$ cat config.mk
export PLATFORM = sky130hd
export DESIGN_NAME = shape_pair_overlap_test_top
export DESIGN_NICKNAME = d
export VERILOG_FILES = /design/src/hw/rtl/spot_pkg.sv /design/src/hw/rtl/spot_diff.sv /design/src/hw/rtl/spot_sel.sv /design/src/hw/rtl/spot_mul.sv /design/src/hw/rtl/shape_pair_overlap_test_top.sv
export SDC_FILE = /design/constraint.sdc
export NUM_CORES = 2
export LEC_CHECK = 0
export BUFFER_PORTS_ARGS = -buffer_cell sky130_fd_sc_hd__buf_4
export CORE_MARGIN = 3
export CORE_UTILIZATION = 60
export DETAILED_ROUTE_END_ITERATION = 6
export MAX_ROUTING_LAYER = met4
export PLACE_DENSITY = 0.89
export SLEW_MARGIN = 30
export SYNTH_ARGS = -nofsm -noshare
export SYNTH_HDL_FRONTEND = slang
export SYNTH_SLANG_ARGS = --single-unit
$ cat constraint.sdc
create_clock -name clk_i -period 9.03 [get_ports clk_i]
set_clock_uncertainty 0.15 [all_clocks]
set_input_delay 1.806 -clock clk_i [delete_from_list [all_inputs] [get_ports clk_i]]
set_output_delay 1.806 -clock clk_i [all_outputs]
set_load 0.1 [all_outputs]
$ cat src/hw/rtl/spot_pkg.sv
`timescale 1ns / 1ps

package spot_pkg;

  localparam int unsigned COORD_BITS_DEF = 16;

  localparam logic SHAPE_BOX    = 1'b0;
  localparam logic SHAPE_CIRCLE = 1'b1;

  typedef enum logic [1:0] {
    PAIR_BOX_BOX       = 2'd0,
    PAIR_CIRCLE_CIRCLE = 2'd1,
    PAIR_BOX_CIRCLE    = 2'd2
  } pair_kind_e;

  typedef struct packed {
    logic       valid;
    pair_kind_e kind;
  } stage_ctl_t;

  typedef struct packed {
    logic decided;
    logic hit;
    logic strict;
  } verdict_t;

endpackage

$ cat src/hw/rtl/spot_diff.sv
`timescale 1ns / 1ps

module spot_diff import spot_pkg::*; #(
  parameter int unsigned COORD_BITS = COORD_BITS_DEF
) (
  input  logic                    clk_i,
  input  logic                    rst_ni,
  input  logic                    valid_i,
  input  logic                    first_is_circle_i,
  input  logic [COORD_BITS-1:0]   first_x_i,
  input  logic [COORD_BITS-1:0]   first_y_i,
  input  logic [COORD_BITS-2:0]   first_half_w_i,
  input  logic [COORD_BITS-2:0]   first_half_h_i,
  input  logic [COORD_BITS-2:0]   first_radius_i,
  input  logic                    second_is_circle_i,
  input  logic [COORD_BITS-1:0]   second_x_i,
  input  logic [COORD_BITS-1:0]   second_y_i,
  input  logic [COORD_BITS-2:0]   second_half_w_i,
  input  logic [COORD_BITS-2:0]   second_half_h_i,
  input  logic [COORD_BITS-2:0]   second_radius_i,
  output stage_ctl_t              ctl_o,
  output logic [COORD_BITS:0]     dx_o,
  output logic [COORD_BITS:0]     dy_o,
  output logic [COORD_BITS-1:0]   sw_o,
  output logic [COORD_BITS-1:0]   sh_o,
  output logic [COORD_BITS-1:0]   sr_o
);

  localparam int unsigned MSB = COORD_BITS - 1;

  stage_ctl_t              ctl_d, ctl_q;
  logic [COORD_BITS:0]     dx_s, dy_s;
  logic [COORD_BITS:0]     dx_d, dy_d, dx_q, dy_q;
  logic [COORD_BITS-1:0]   sw_d, sh_d, sr_d, sw_q, sh_q, sr_q;
  logic                    box_first;

  always_comb begin
    dx_s = {first_x_i[MSB], first_x_i} - {second_x_i[MSB], second_x_i};
    dy_s = {first_y_i[MSB], first_y_i} - {second_y_i[MSB], second_y_i};
    dx_d = dx_s[COORD_BITS] ? (~dx_s + 1'b1) : dx_s;
    dy_d = dy_s[COORD_BITS] ? (~dy_s + 1'b1) : dy_s;
    box_first = (first_is_circle_i == SHAPE_BOX);

    ctl_d.valid = valid_i;
    if ((first_is_circle_i == SHAPE_BOX) && (second_is_circle_i == SHAPE_BOX)) begin
      ctl_d.kind = PAIR_BOX_BOX;
    end else if ((first_is_circle_i == SHAPE_CIRCLE) &&
                 (second_is_circle_i == SHAPE_CIRCLE)) begin
      ctl_d.kind = PAIR_CIRCLE_CIRCLE;
    end else begin
      ctl_d.kind = PAIR_BOX_CIRCLE;
    end

    case (ctl_d.kind)
      PAIR_BOX_BOX: begin
        sw_d = {1'b0, first_half_w_i} + {1'b0, second_half_w_i};
        sh_d = {1'b0, first_half_h_i} + {1'b0, second_half_h_i};
        sr_d = '0;
      end
      PAIR_CIRCLE_CIRCLE: begin
        sw_d = '0;
        sh_d = '0;
        sr_d = {1'b0, first_radius_i} + {1'b0, second_radius_i};
      end
      default: begin
        sw_d = {1'b0, box_first ? first_half_w_i : second_half_w_i};
        sh_d = {1'b0, box_first ? first_half_h_i : second_half_h_i};
        sr_d = {1'b0, box_first ? second_radius_i : first_radius_i};
      end
    endcase
  end

  always_ff @(posedge clk_i or negedge rst_ni) begin
    if (!rst_ni) begin
      ctl_q <= '{valid: 1'b0, kind: PAIR_BOX_BOX};
    end else begin
      ctl_q <= ctl_d;
    end
  end

  always_ff @(posedge clk_i) begin
    dx_q <= dx_d;
    dy_q <= dy_d;
    sw_q <= sw_d;
    sh_q <= sh_d;
    sr_q <= sr_d;
  end

  assign ctl_o = ctl_q;
  assign dx_o  = dx_q;
  assign dy_o  = dy_q;
  assign sw_o  = sw_q;
  assign sh_o  = sh_q;
  assign sr_o  = sr_q;

endmodule

$ cat src/hw/rtl/spot_sel.sv
`timescale 1ns / 1ps

module spot_sel import spot_pkg::*; #(
  parameter int unsigned COORD_BITS = COORD_BITS_DEF
) (
  input  logic                  clk_i,
  input  logic                  rst_ni,
  input  stage_ctl_t            ctl_i,
  input  logic [COORD_BITS:0]   dx_i,
  input  logic [COORD_BITS:0]   dy_i,
  input  logic [COORD_BITS-1:0] sw_i,
  input  logic [COORD_BITS-1:0] sh_i,
  input  logic [COORD_BITS-1:0] sr_i,
  output stage_ctl_t            ctl_o,
  output verdict_t              verdict_o,
  output logic [COORD_BITS:0]   a_o,
  output logic [COORD_BITS:0]   b_o,
  output logic [COORD_BITS:0]   c_o
);

  stage_ctl_t            ctl_q;
  verdict_t              verdict_d, verdict_q;
  logic [COORD_BITS:0]   a_d, b_d, c_d, a_q, b_q, c_q;
  logic [COORD_BITS:0]   sw_x, sh_x, sr_x, wr, hr;

  always_comb begin
    sw_x = {1'b0, sw_i};
    sh_x = {1'b0, sh_i};
    sr_x = {1'b0, sr_i};
    wr   = sw_x + sr_x;
    hr   = sh_x + sr_x;
    a_d  = dx_i;
    b_d  = dy_i;
    c_d  = sr_x;
    verdict_d = '{decided: 1'b1, hit: 1'b0, strict: 1'b0};
    case (ctl_i.kind)
      PAIR_BOX_BOX: begin
        verdict_d.hit = (dx_i < sw_x) && (dy_i < sh_x);
      end
      PAIR_CIRCLE_CIRCLE: begin
        verdict_d.decided = 1'b0;
      end
      PAIR_BOX_CIRCLE: begin
        a_d = dx_i - sw_x;
        b_d = dy_i - sh_x;
        verdict_d.strict = 1'b1;
        if (dx_i > wr) begin
          verdict_d.hit = 1'b0;
        end else if (dy_i > hr) begin
          verdict_d.hit = 1'b0;
        end else if (dx_i <= sw_x) begin
          verdict_d.hit = 1'b1;
        end else if (dy_i <= sh_x) begin
          verdict_d.hit = 1'b1;
        end else begin
          // corner region: settled by squared distance
          verdict_d.decided = 1'b0;
        end
      end
      default: begin
        verdict_d.hit = 1'b0;
      end
    endcase
  end

  always_ff @(posedge clk_i or negedge rst_ni) begin
    if (!rst_ni) begin
      ctl_q <= '{valid: 1'b0, kind: PAIR_BOX_BOX};
    end else begin
      ctl_q <= ctl_i;
    end
  end

  always_ff @(posedge clk_i) begin
    verdict_q <= verdict_d;
    a_q       <= a_d;
    b_q       <= b_d;
    c_q       <= c_d;
  end

  assign ctl_o     = ctl_q;
  assign verdict_o = verdict_q;
  assign a_o       = a_q;
  assign b_o       = b_q;
  assign c_o       = c_q;

endmodule

$ cat src/hw/rtl/spot_mul.sv
`timescale 1ns / 1ps

module spot_mul import spot_pkg::*; #(
  parameter int unsigned COORD_BITS = COORD_BITS_DEF
) (
  input  logic                clk_i,
  input  logic                rst_ni,
  input  stage_ctl_t          ctl_i,
  input  verdict_t            verdict_i,
  input  logic [COORD_BITS:0] a_i,
  input  logic [COORD_BITS:0] b_i,
  input  logic [COORD_BITS:0] c_i,
  output logic                valid_o,
  output logic                overlap_o,
  output logic [1:0]          pair_kind_o
);

  localparam int unsigned PW = 2 * COORD_BITS + 2;

  stage_ctl_t      ctl_q;
  verdict_t        verdict_q;
  logic [PW-1:0]   pa_q, pb_q, pc_q;
  logic [PW:0]     dist_sq;
  logic            sq_hit;
  logic            valid_q, overlap_d, overlap_q;
  logic [1:0]      kind_q;

  always_ff @(posedge clk_i or negedge rst_ni) begin
    if (!rst_ni) begin
      ctl_q <= '{valid: 1'b0, kind: PAIR_BOX_BOX};
    end else begin
      ctl_q <= ctl_i;
    end
  end

  always_ff @(posedge clk_i) begin
    verdict_q <= verdict_i;
    pa_q      <= a_i * a_i;
    pb_q      <= b_i * b_i;
    pc_q      <= c_i * c_i;
  end

  always_comb begin
    dist_sq   = {1'b0, pa_q} + {1'b0, pb_q};
    sq_hit    = verdict_q.strict ? (dist_sq < {1'b0, pc_q}) : (dist_sq <= {1'b0, pc_q});
    overlap_d = verdict_q.decided ? verdict_q.hit : sq_hit;
  end

  always_ff @(posedge clk_i or negedge rst_ni) begin
    if (!rst_ni) begin
      valid_q <= 1'b0;
    end else begin
      valid_q <= ctl_q.valid;
    end
  end

  always_ff @(posedge clk_i) begin
    overlap_q <= overlap_d;
    kind_q    <= ctl_q.kind;
  end

  assign valid_o     = valid_q;
  assign overlap_o   = overlap_q;
  assign pair_kind_o = kind_q;

endmodule

$ cat src/hw/rtl/shape_pair_overlap_test_top.sv
// Channel  | Handshake             | Signals
// ---------+-----------------------+--------------------------------------------
// request  | start_i & !busy_o     | first_*_i, second_*_i (shape, centre, sizes)
// result   | valid_o, one cycle    | overlap_o, pair_kind_o
//
// One transaction enters per cycle; its result leaves the last of the stages below.
// Stages: centre deltas, range checks and operand select, squaring, final compare.
// busy_o never rises, as nothing in the pipeline waits on the receiver.
// Reset clears only the valid bits and stage kinds; no clearing pass.
`timescale 1ns / 1ps

module shape_pair_overlap_test_top import spot_pkg::*; #(
  parameter int unsigned COORD_BITS = COORD_BITS_DEF
) (
  input  logic                  clk_i,
  input  logic                  rst_ni,
  input  logic                  start_i,
  output logic                  busy_o,
  input  logic                  first_is_circle_i,
  input  logic [COORD_BITS-1:0] first_x_i,
  input  logic [COORD_BITS-1:0] first_y_i,
  input  logic [COORD_BITS-2:0] first_half_w_i,
  input  logic [COORD_BITS-2:0] first_half_h_i,
  input  logic [COORD_BITS-2:0] first_radius_i,
  input  logic                  second_is_circle_i,
  input  logic [COORD_BITS-1:0] second_x_i,
  input  logic [COORD_BITS-1:0] second_y_i,
  input  logic [COORD_BITS-2:0] second_half_w_i,
  input  logic [COORD_BITS-2:0] second_half_h_i,
  input  logic [COORD_BITS-2:0] second_radius_i,
  output logic                  valid_o,
  output logic                  overlap_o,
  output logic [1:0]            pair_kind_o
);

  stage_ctl_t            ctl1, ctl2;
  verdict_t              verdict2;
  logic [COORD_BITS:0]   dx1, dy1, a2, b2, c2;
  logic [COORD_BITS-1:0] sw1, sh1, sr1;

  assign busy_o = 1'b0;

  spot_diff #(.COORD_BITS(COORD_BITS)) u_diff (
    .clk_i              (clk_i),
    .rst_ni             (rst_ni),
    .valid_i            (start_i & ~busy_o),
    .first_is_circle_i  (first_is_circle_i),
    .first_x_i          (first_x_i),
    .first_y_i          (first_y_i),
    .first_half_w_i     (first_half_w_i),
    .first_half_h_i     (first_half_h_i),
    .first_radius_i     (first_radius_i),
    .second_is_circle_i (second_is_circle_i),
    .second_x_i         (second_x_i),
    .second_y_i         (second_y_i),
    .second_half_w_i    (second_half_w_i),
    .second_half_h_i    (second_half_h_i),
    .second_radius_i    (second_radius_i),
    .ctl_o              (ctl1),
    .dx_o               (dx1),
    .dy_o               (dy1),
    .sw_o               (sw1),
    .sh_o               (sh1),
    .sr_o               (sr1)
  );

  spot_sel #(.COORD_BITS(COORD_BITS)) u_sel (
    .clk_i     (clk_i),
    .rst_ni    (rst_ni),
    .ctl_i     (ctl1),
    .dx_i      (dx1),
    .dy_i      (dy1),
    .sw_i      (sw1),
    .sh_i      (sh1),
    .sr_i      (sr1),
    .ctl_o     (ctl2),
    .verdict_o (verdict2),
    .a_o       (a2),
    .b_o       (b2),
    .c_o       (c2)
  );

  spot_mul #(.COORD_BITS(COORD_BITS)) u_mul (
    .clk_i       (clk_i),
    .rst_ni      (rst_ni),
    .ctl_i       (ctl2),
    .verdict_i   (verdict2),
    .a_i         (a2),
    .b_i         (b2),
    .c_i         (c2),
    .valid_o     (valid_o),
    .overlap_o   (overlap_o),
    .pair_kind_o (pair_kind_o)
  );

endmodule

### Word level (Yosys, flattened, before mapping)

Cells that the tools add are included.

* register bits: 253
* input port bits: 159
* output and inout port bits: 5
* word-level logic and storage cells: 86

* $add $sub $neg: 12
* multiply operators: 3
* order comparisons: 8
* eq/ne operators: 3
* muxes and demuxes: 23
* bitwise operators: 4
* reductions and logical operators: 5

Operators with widths (number)
* $pmux W16 S2: 3
* $mul A17 B17 Y34: 2
* $add A15 B15 Y16: 3
* $mux W15: 3
* $add A34 B34 Y35: 1
* $le A35 B34 Y1: 1
* $lt A35 B34 Y1: 1
* $add A16 B16 Y17: 2
* $add A17 B1 Y17 const B: 2
* $gt A17 B17 Y1: 2
* $le A17 B16 Y1: 2
* $lt A17 B16 Y1: 2
* $mux W17: 2
* $not A17 Y17: 2
* $sub A16 B16 Y17: 2
* $sub A17 B16 Y17: 2
* $mul A16 B16 Y32: 1
* $mux W16: 2
* $mux W1: 9
* $eq A2 B1 Y1 const B: 2
* $logic_not A2 Y1: 2
* $mux W2: 2
* $pmux W1 S2: 2
* $logic_and A1 B1 Y1: 3
* 2 further kinds: 3

### Logic depth before layout (Yosys ltp)

* word-level depth: 6
* mapped depth: 26
* mapped depth without buffers: 24

### Hierarchy

Synthesis repeated with hierarchy kept, for this count alone.

* cells, all modules: 4743
* area total of the unflattened synthesis: 41726.3 µm²

Modules (own cells, without submodules)
* spot_mul: instances 1, cells an instance 3243, area an instance 29251.8 µm², seq. area each 2202.1 µm²
* spot_diff: instances 1, cells an instance 837, area an instance 7110.6 µm², seq. area each 1716.6 µm²
* spot_sel: instances 1, cells an instance 661, area an instance 5352.6 µm², seq. area each 1136.1 µm²
* shape_pair_overlap_test_top: instances 1, cells an instance 2, area an instance 11.3 µm², seq. area each 0.0 µm²

### Worst setup path after synthesis

OpenSTA, ideal clock, no wires.

* kind: flip-flop to flip-flop
* start point: reg u_sel.a_q[7], in the netlist u_sel.a_o[7]
* end point: reg u_mul.pa_q[32]
* library setup time: 0.072 ns
* arrival time: 5.944 ns
* data required time: 8.808 ns
* slack: 2.863 ns
* cell stages (with the launch flop): 24
* path buffers: 1
* period minus slack after synthesis: 6.167 ns
* cell sequence: dfxtp_1 clkbuf_1 nand2_1 fa_1 inv_1 fa_1 inv_1 fa_1 inv_1 fa_1 fa_1 inv_1 fa_1 inv_1 ha_1 a21oi_1 a21oi_1 a211oi_1 o21ai_0 a21oi_1 o21ai_1 a31o_2 a221oi_1 xnor2_1

* longest elaborated chain between the ends: 1

RTL lines
* from (decl): line spot_sel.sv:23 `logic [COORD_BITS:0] a_d, b_d, c_d, a_q, b_q, c_q;`
* from (signal assigned): line spot_sel.sv:76 `a_q <= a_d;`
* $mul A17 B17 Y34: line spot_mul.sv:38 `pa_q <= a_i * a_i;`
* to (signal assigned): line spot_mul.sv:38
* to (decl): line spot_mul.sv:22 `logic [PW-1:0] pa_q, pb_q, pc_q;`

Every way passes these cells.
A chain may end at the register's enable or synchronous reset.

### Worst setup path in the final report

Same ends and word-level chain as after synthesis.

==> run_results.csv <==
group,metric,value,unit
run_status,outcome,"complete, no violations",
clock_tree,post-cts-setup-buffers,0,
layout,layout.nets,5851,
logic_synthesis,ys_ff_latch,248,
place,gp_congestion,0.966,
worst_setup_path,critPathLaunchType,"flop",
logic_synthesis,syn_avg_cell_area,8.88,um2
clock_tree,cts_sinks,248,
logic_synthesis,yosysMostFrequentCell,"inv_1",
die,start_util,61.0,%
sta,setup_violations,0,
sta,finalSetupTns,0,ps
die,die_h,263,um
logic_synthesis,synth_cells,4460,
logic_synthesis,synth_edf_count,0,
global_routing,grt_pass1_wl,156000,um
sta,rsz0062_at_grt,"false",
sta,finalMaxSlewViolations,0,
route,wl_per_cell,17.2,um
die,rows,93,
clock_tree,h-tree-depth,1,
worst_setup_path,cp.arrival,7210,ps
worst_setup_path,crit_path_cell_trace,"nand2_1 > fa_1 > inv_1 > fa_1 > inv_1 > fa_1 > inv_1 > fa_1 > fa_1 > inv_1 > fa_1 > inv_1 > ha_1 > a21oi_1 > a21oi_1 > a211oi_1 > o21ai_0 > a21oi_1 > o21ai_1 > a31o_2 > a221oi_1 > xnor2_1",
route,drcViolationCount,0,
sta,clock.fmax,146,MHz
logic_synthesis,seq_area_frac_synth,12.7,%
logic_synthesis,yosys_warnings,0,
die,die_w,263,um
worst_setup_path,cp-end-kind,"flop",
global_routing,grt-ovfl-total,0,
sta,period_share,76.1,%
logic_synthesis,synth_top_area_share,27.9,%
sta,finalHoldViolCount,0,
sta,slew_headroom,31.0,%
die,core_area,64900,um2
worst_setup_path,worst_path_most_repeated_cell,"fa_1",
logic_synthesis,synth-main-ff-cell,"dfxtp_1",
worst_setup_path,critical_path.max_fanout,18,
clock_tree,hold_buffers,0,
sta,tightest_slew,1020,ps
logic_synthesis,synth_area_leaders,"fa_1 (28%), ha_1 (18%), dfxtp_1 (12%), inv_1 (9.0%), xnor2_1 (4.6%)",
route,via_per_inst,5.73,
clock_tree,cts-root-buf,"clkbuf_16",
worst_setup_path,critPathMaxStageDelay,780,ps
sta,fin_crit,6870,ps
layout,syn_to_final_growth,7.55,%
global_routing,antenna_found_initial,1,
clock_tree,clock_latency,580,ps
route,drt_iter0_markers,2100,
die,top_level_ports,164,
route,firstDrtPassIters,6,
clock_tree,clock_path_buffers,3,
layout,drive_gt1_share,6.51,%
route,routed_wl,93600,um
clock_tree,cts_buffers,28,
logic_synthesis,ys_top_cells_by_count,"inv_1 (946), ha_1 (566), fa_1 (553)",
logic_synthesis,synth-async-reset-ratio,4.03,%
die,fp.dieArea,69100,um2
global_routing,grt_pass1_vias,33022,
clock_tree,clk_pin_slew,60,ps
clock_tree,cts-resized-gates,0,
route,drtAntennaViolNets,0,
worst_setup_path,worst_ep_required_time,9370,ps
logic_synthesis,ys_types,82,
job,max-cap-violations,0,
global_routing,track_usage,27.9,%
place,io_buffers,162,
clock_tree,cts_tree,"built",
logic_synthesis,syn-num-nets,5738,
worst_setup_path,crit_type,"flop to flop",
worst_hold_path,min-delay-path-class,"flop to flop",
layout,diodes,0,
worst_setup_path,crit_slowest_cell,"dfxtp_1",
global_routing,grt_max_degree,54,
logic_synthesis,synth_area,39600,um2
route,vias,31226,
place,hpwl,77600,um
logic_synthesis,synth_area_leader_cell,"fa_1",
layout,n_fill_cell,4890,
-- per-stage QoR --
step | setup slack [ps] | area [um2] | utilization [%] | hold slack, ps | std cells
floorplan | 2860 | 39600 | - | 160 | 4460
global placement | 2430 | 41600 | 64.1 | 160 | 5398
detailed placement | 2250 | 41600 | 64.1 | 164 | 5398
CTS | 2180 | 42600 | 65.6 | 179 | 5450
global route | 1710 | 42600 | 65.6 | 184 | 5450
finish | 2160 | 42600 | 65.6 | 177 | 5450
-- area by class of cell --
cell class	instances	area (um2)	area share, %
clock buffers	38	811	1.90
repair buffers	164	1230	2.89
multi-input cells	3185	30800	72.2
well taps	855	1070	2.51
flip-flops and latches	248	5010	11.8
clock inverters	14	175	0.411
inverters	946	3550	8.33
-- metal layers --
| layer | track usage [%] | vias up | routed length [um] |
|---|---|---|---|
| li1 | - | 14565 | - |
| met1 | 32.7 | 15163 | 36400 |
| met2 | 48.6 | 1204 | 46800 |
| met3 | 3.18 | 294 | 5820 |
| met4 | 11.7 | 0 | 4570 |
| met5 | - | - | 0 |
-- layout by cell type, fill, tap and decap left out, types with 41 or more instances in the layout --
| master | Yosys | final |
|---|---|---|
| ha_1 | 566 | 566 |
| buf_4 | 1 | 164 |
| xor2_1 | 63 | 63 |
| mux2_2 | 49 | 49 |
| inv_1 | 946 | 946 |
| fa_1 | 553 | 553 |
| a21oi_1 | 183 | 183 |
| o21ai_0 | 148 | 148 |
| dfxtp_1 | 238 | 238 |
| o21a_1 | 41 | 41 |
| and2_1 | 151 | 151 |
| nand2_1 | 382 | 382 |
| xnor2_1 | 209 | 209 |
| nand3_1 | 46 | 46 |
| nor3_1 | 56 | 56 |
| nor2_1 | 191 | 191 |
| a21o_1 | 93 | 93 |
-- critical path, delay by kind of cell, from the launching register on --
kind / cells / cell delay [ps]
adders and majority gates: 7 / 3390
DFF: 1 / 780
and+or+nand+nor: 1 / 170
AOI/OAI and AO/OA: 8 / 1870
xor gates and xnor gates: 1 / 150
buffers and inverters: 5 / 260
-- worst paths after layout --
path	start	to	slack [ps]	depth (start not counted)
max in group asynchronous	rst_ni	u_mul.ctl_q[1]	7660	1
min reg2reg	u_sel.verdict_o[2]	u_mul.verdict_q[2]	180	0
min	u_sel.verdict_o[2]	u_mul.verdict_q[2]	180	0
min in group asynchronous	rst_ni	u_diff.ctl_o[2]	900	1
max	u_sel.a_o[7]	u_mul.pa_q[32]	2160	22
max reg2reg	u_sel.a_o[7]	u_mul.pa_q[32]	2160	22
-- flip-flops by register name (all words and copies together) (netlist names) --
name,flops
u_diff.ctl_o,3
u_diff.dx_o,17
u_diff.dy_o,17
u_diff.sh_o,16
u_diff.sr_o,16
u_diff.sw_o,16
u_mul.ctl_q,3
u_mul.overlap_o,1
u_mul.pa_q,33
u_mul.pair_kind_o,2
u_mul.pb_q,33
u_mul.pc_q,31
u_mul.valid_o,1
u_mul.verdict_q,3
u_sel.a_o,17
u_sel.b_o,17
u_sel.c_o,16
u_sel.ctl_o,3
u_sel.verdict_o,3
-- cell families (layout without fill, tap and decap cells) --
kind of cell / after synthesis / count (layout) / share of synthesized area [%]
AO/OA/AOI/OAI: 722 / 722 / 12.0
XOR/XNOR: 272 / 272 / 6.01
adder cells (fa/ha/maj): 1119 / 1119 / 45.8
buffers and inverters: 1027 / 1162 / 9.74
flip-flops: 248 / 248 / 12.7
multiplexers: 50 / 50 / 1.42
other: 1 / 1 / 0.00947
AND/OR/NAND/NOR: 1021 / 1021 / 12.3
Power is not shown: default switching activity piles up to over one toggle a cycle in this logic, so the estimate is an artifact.
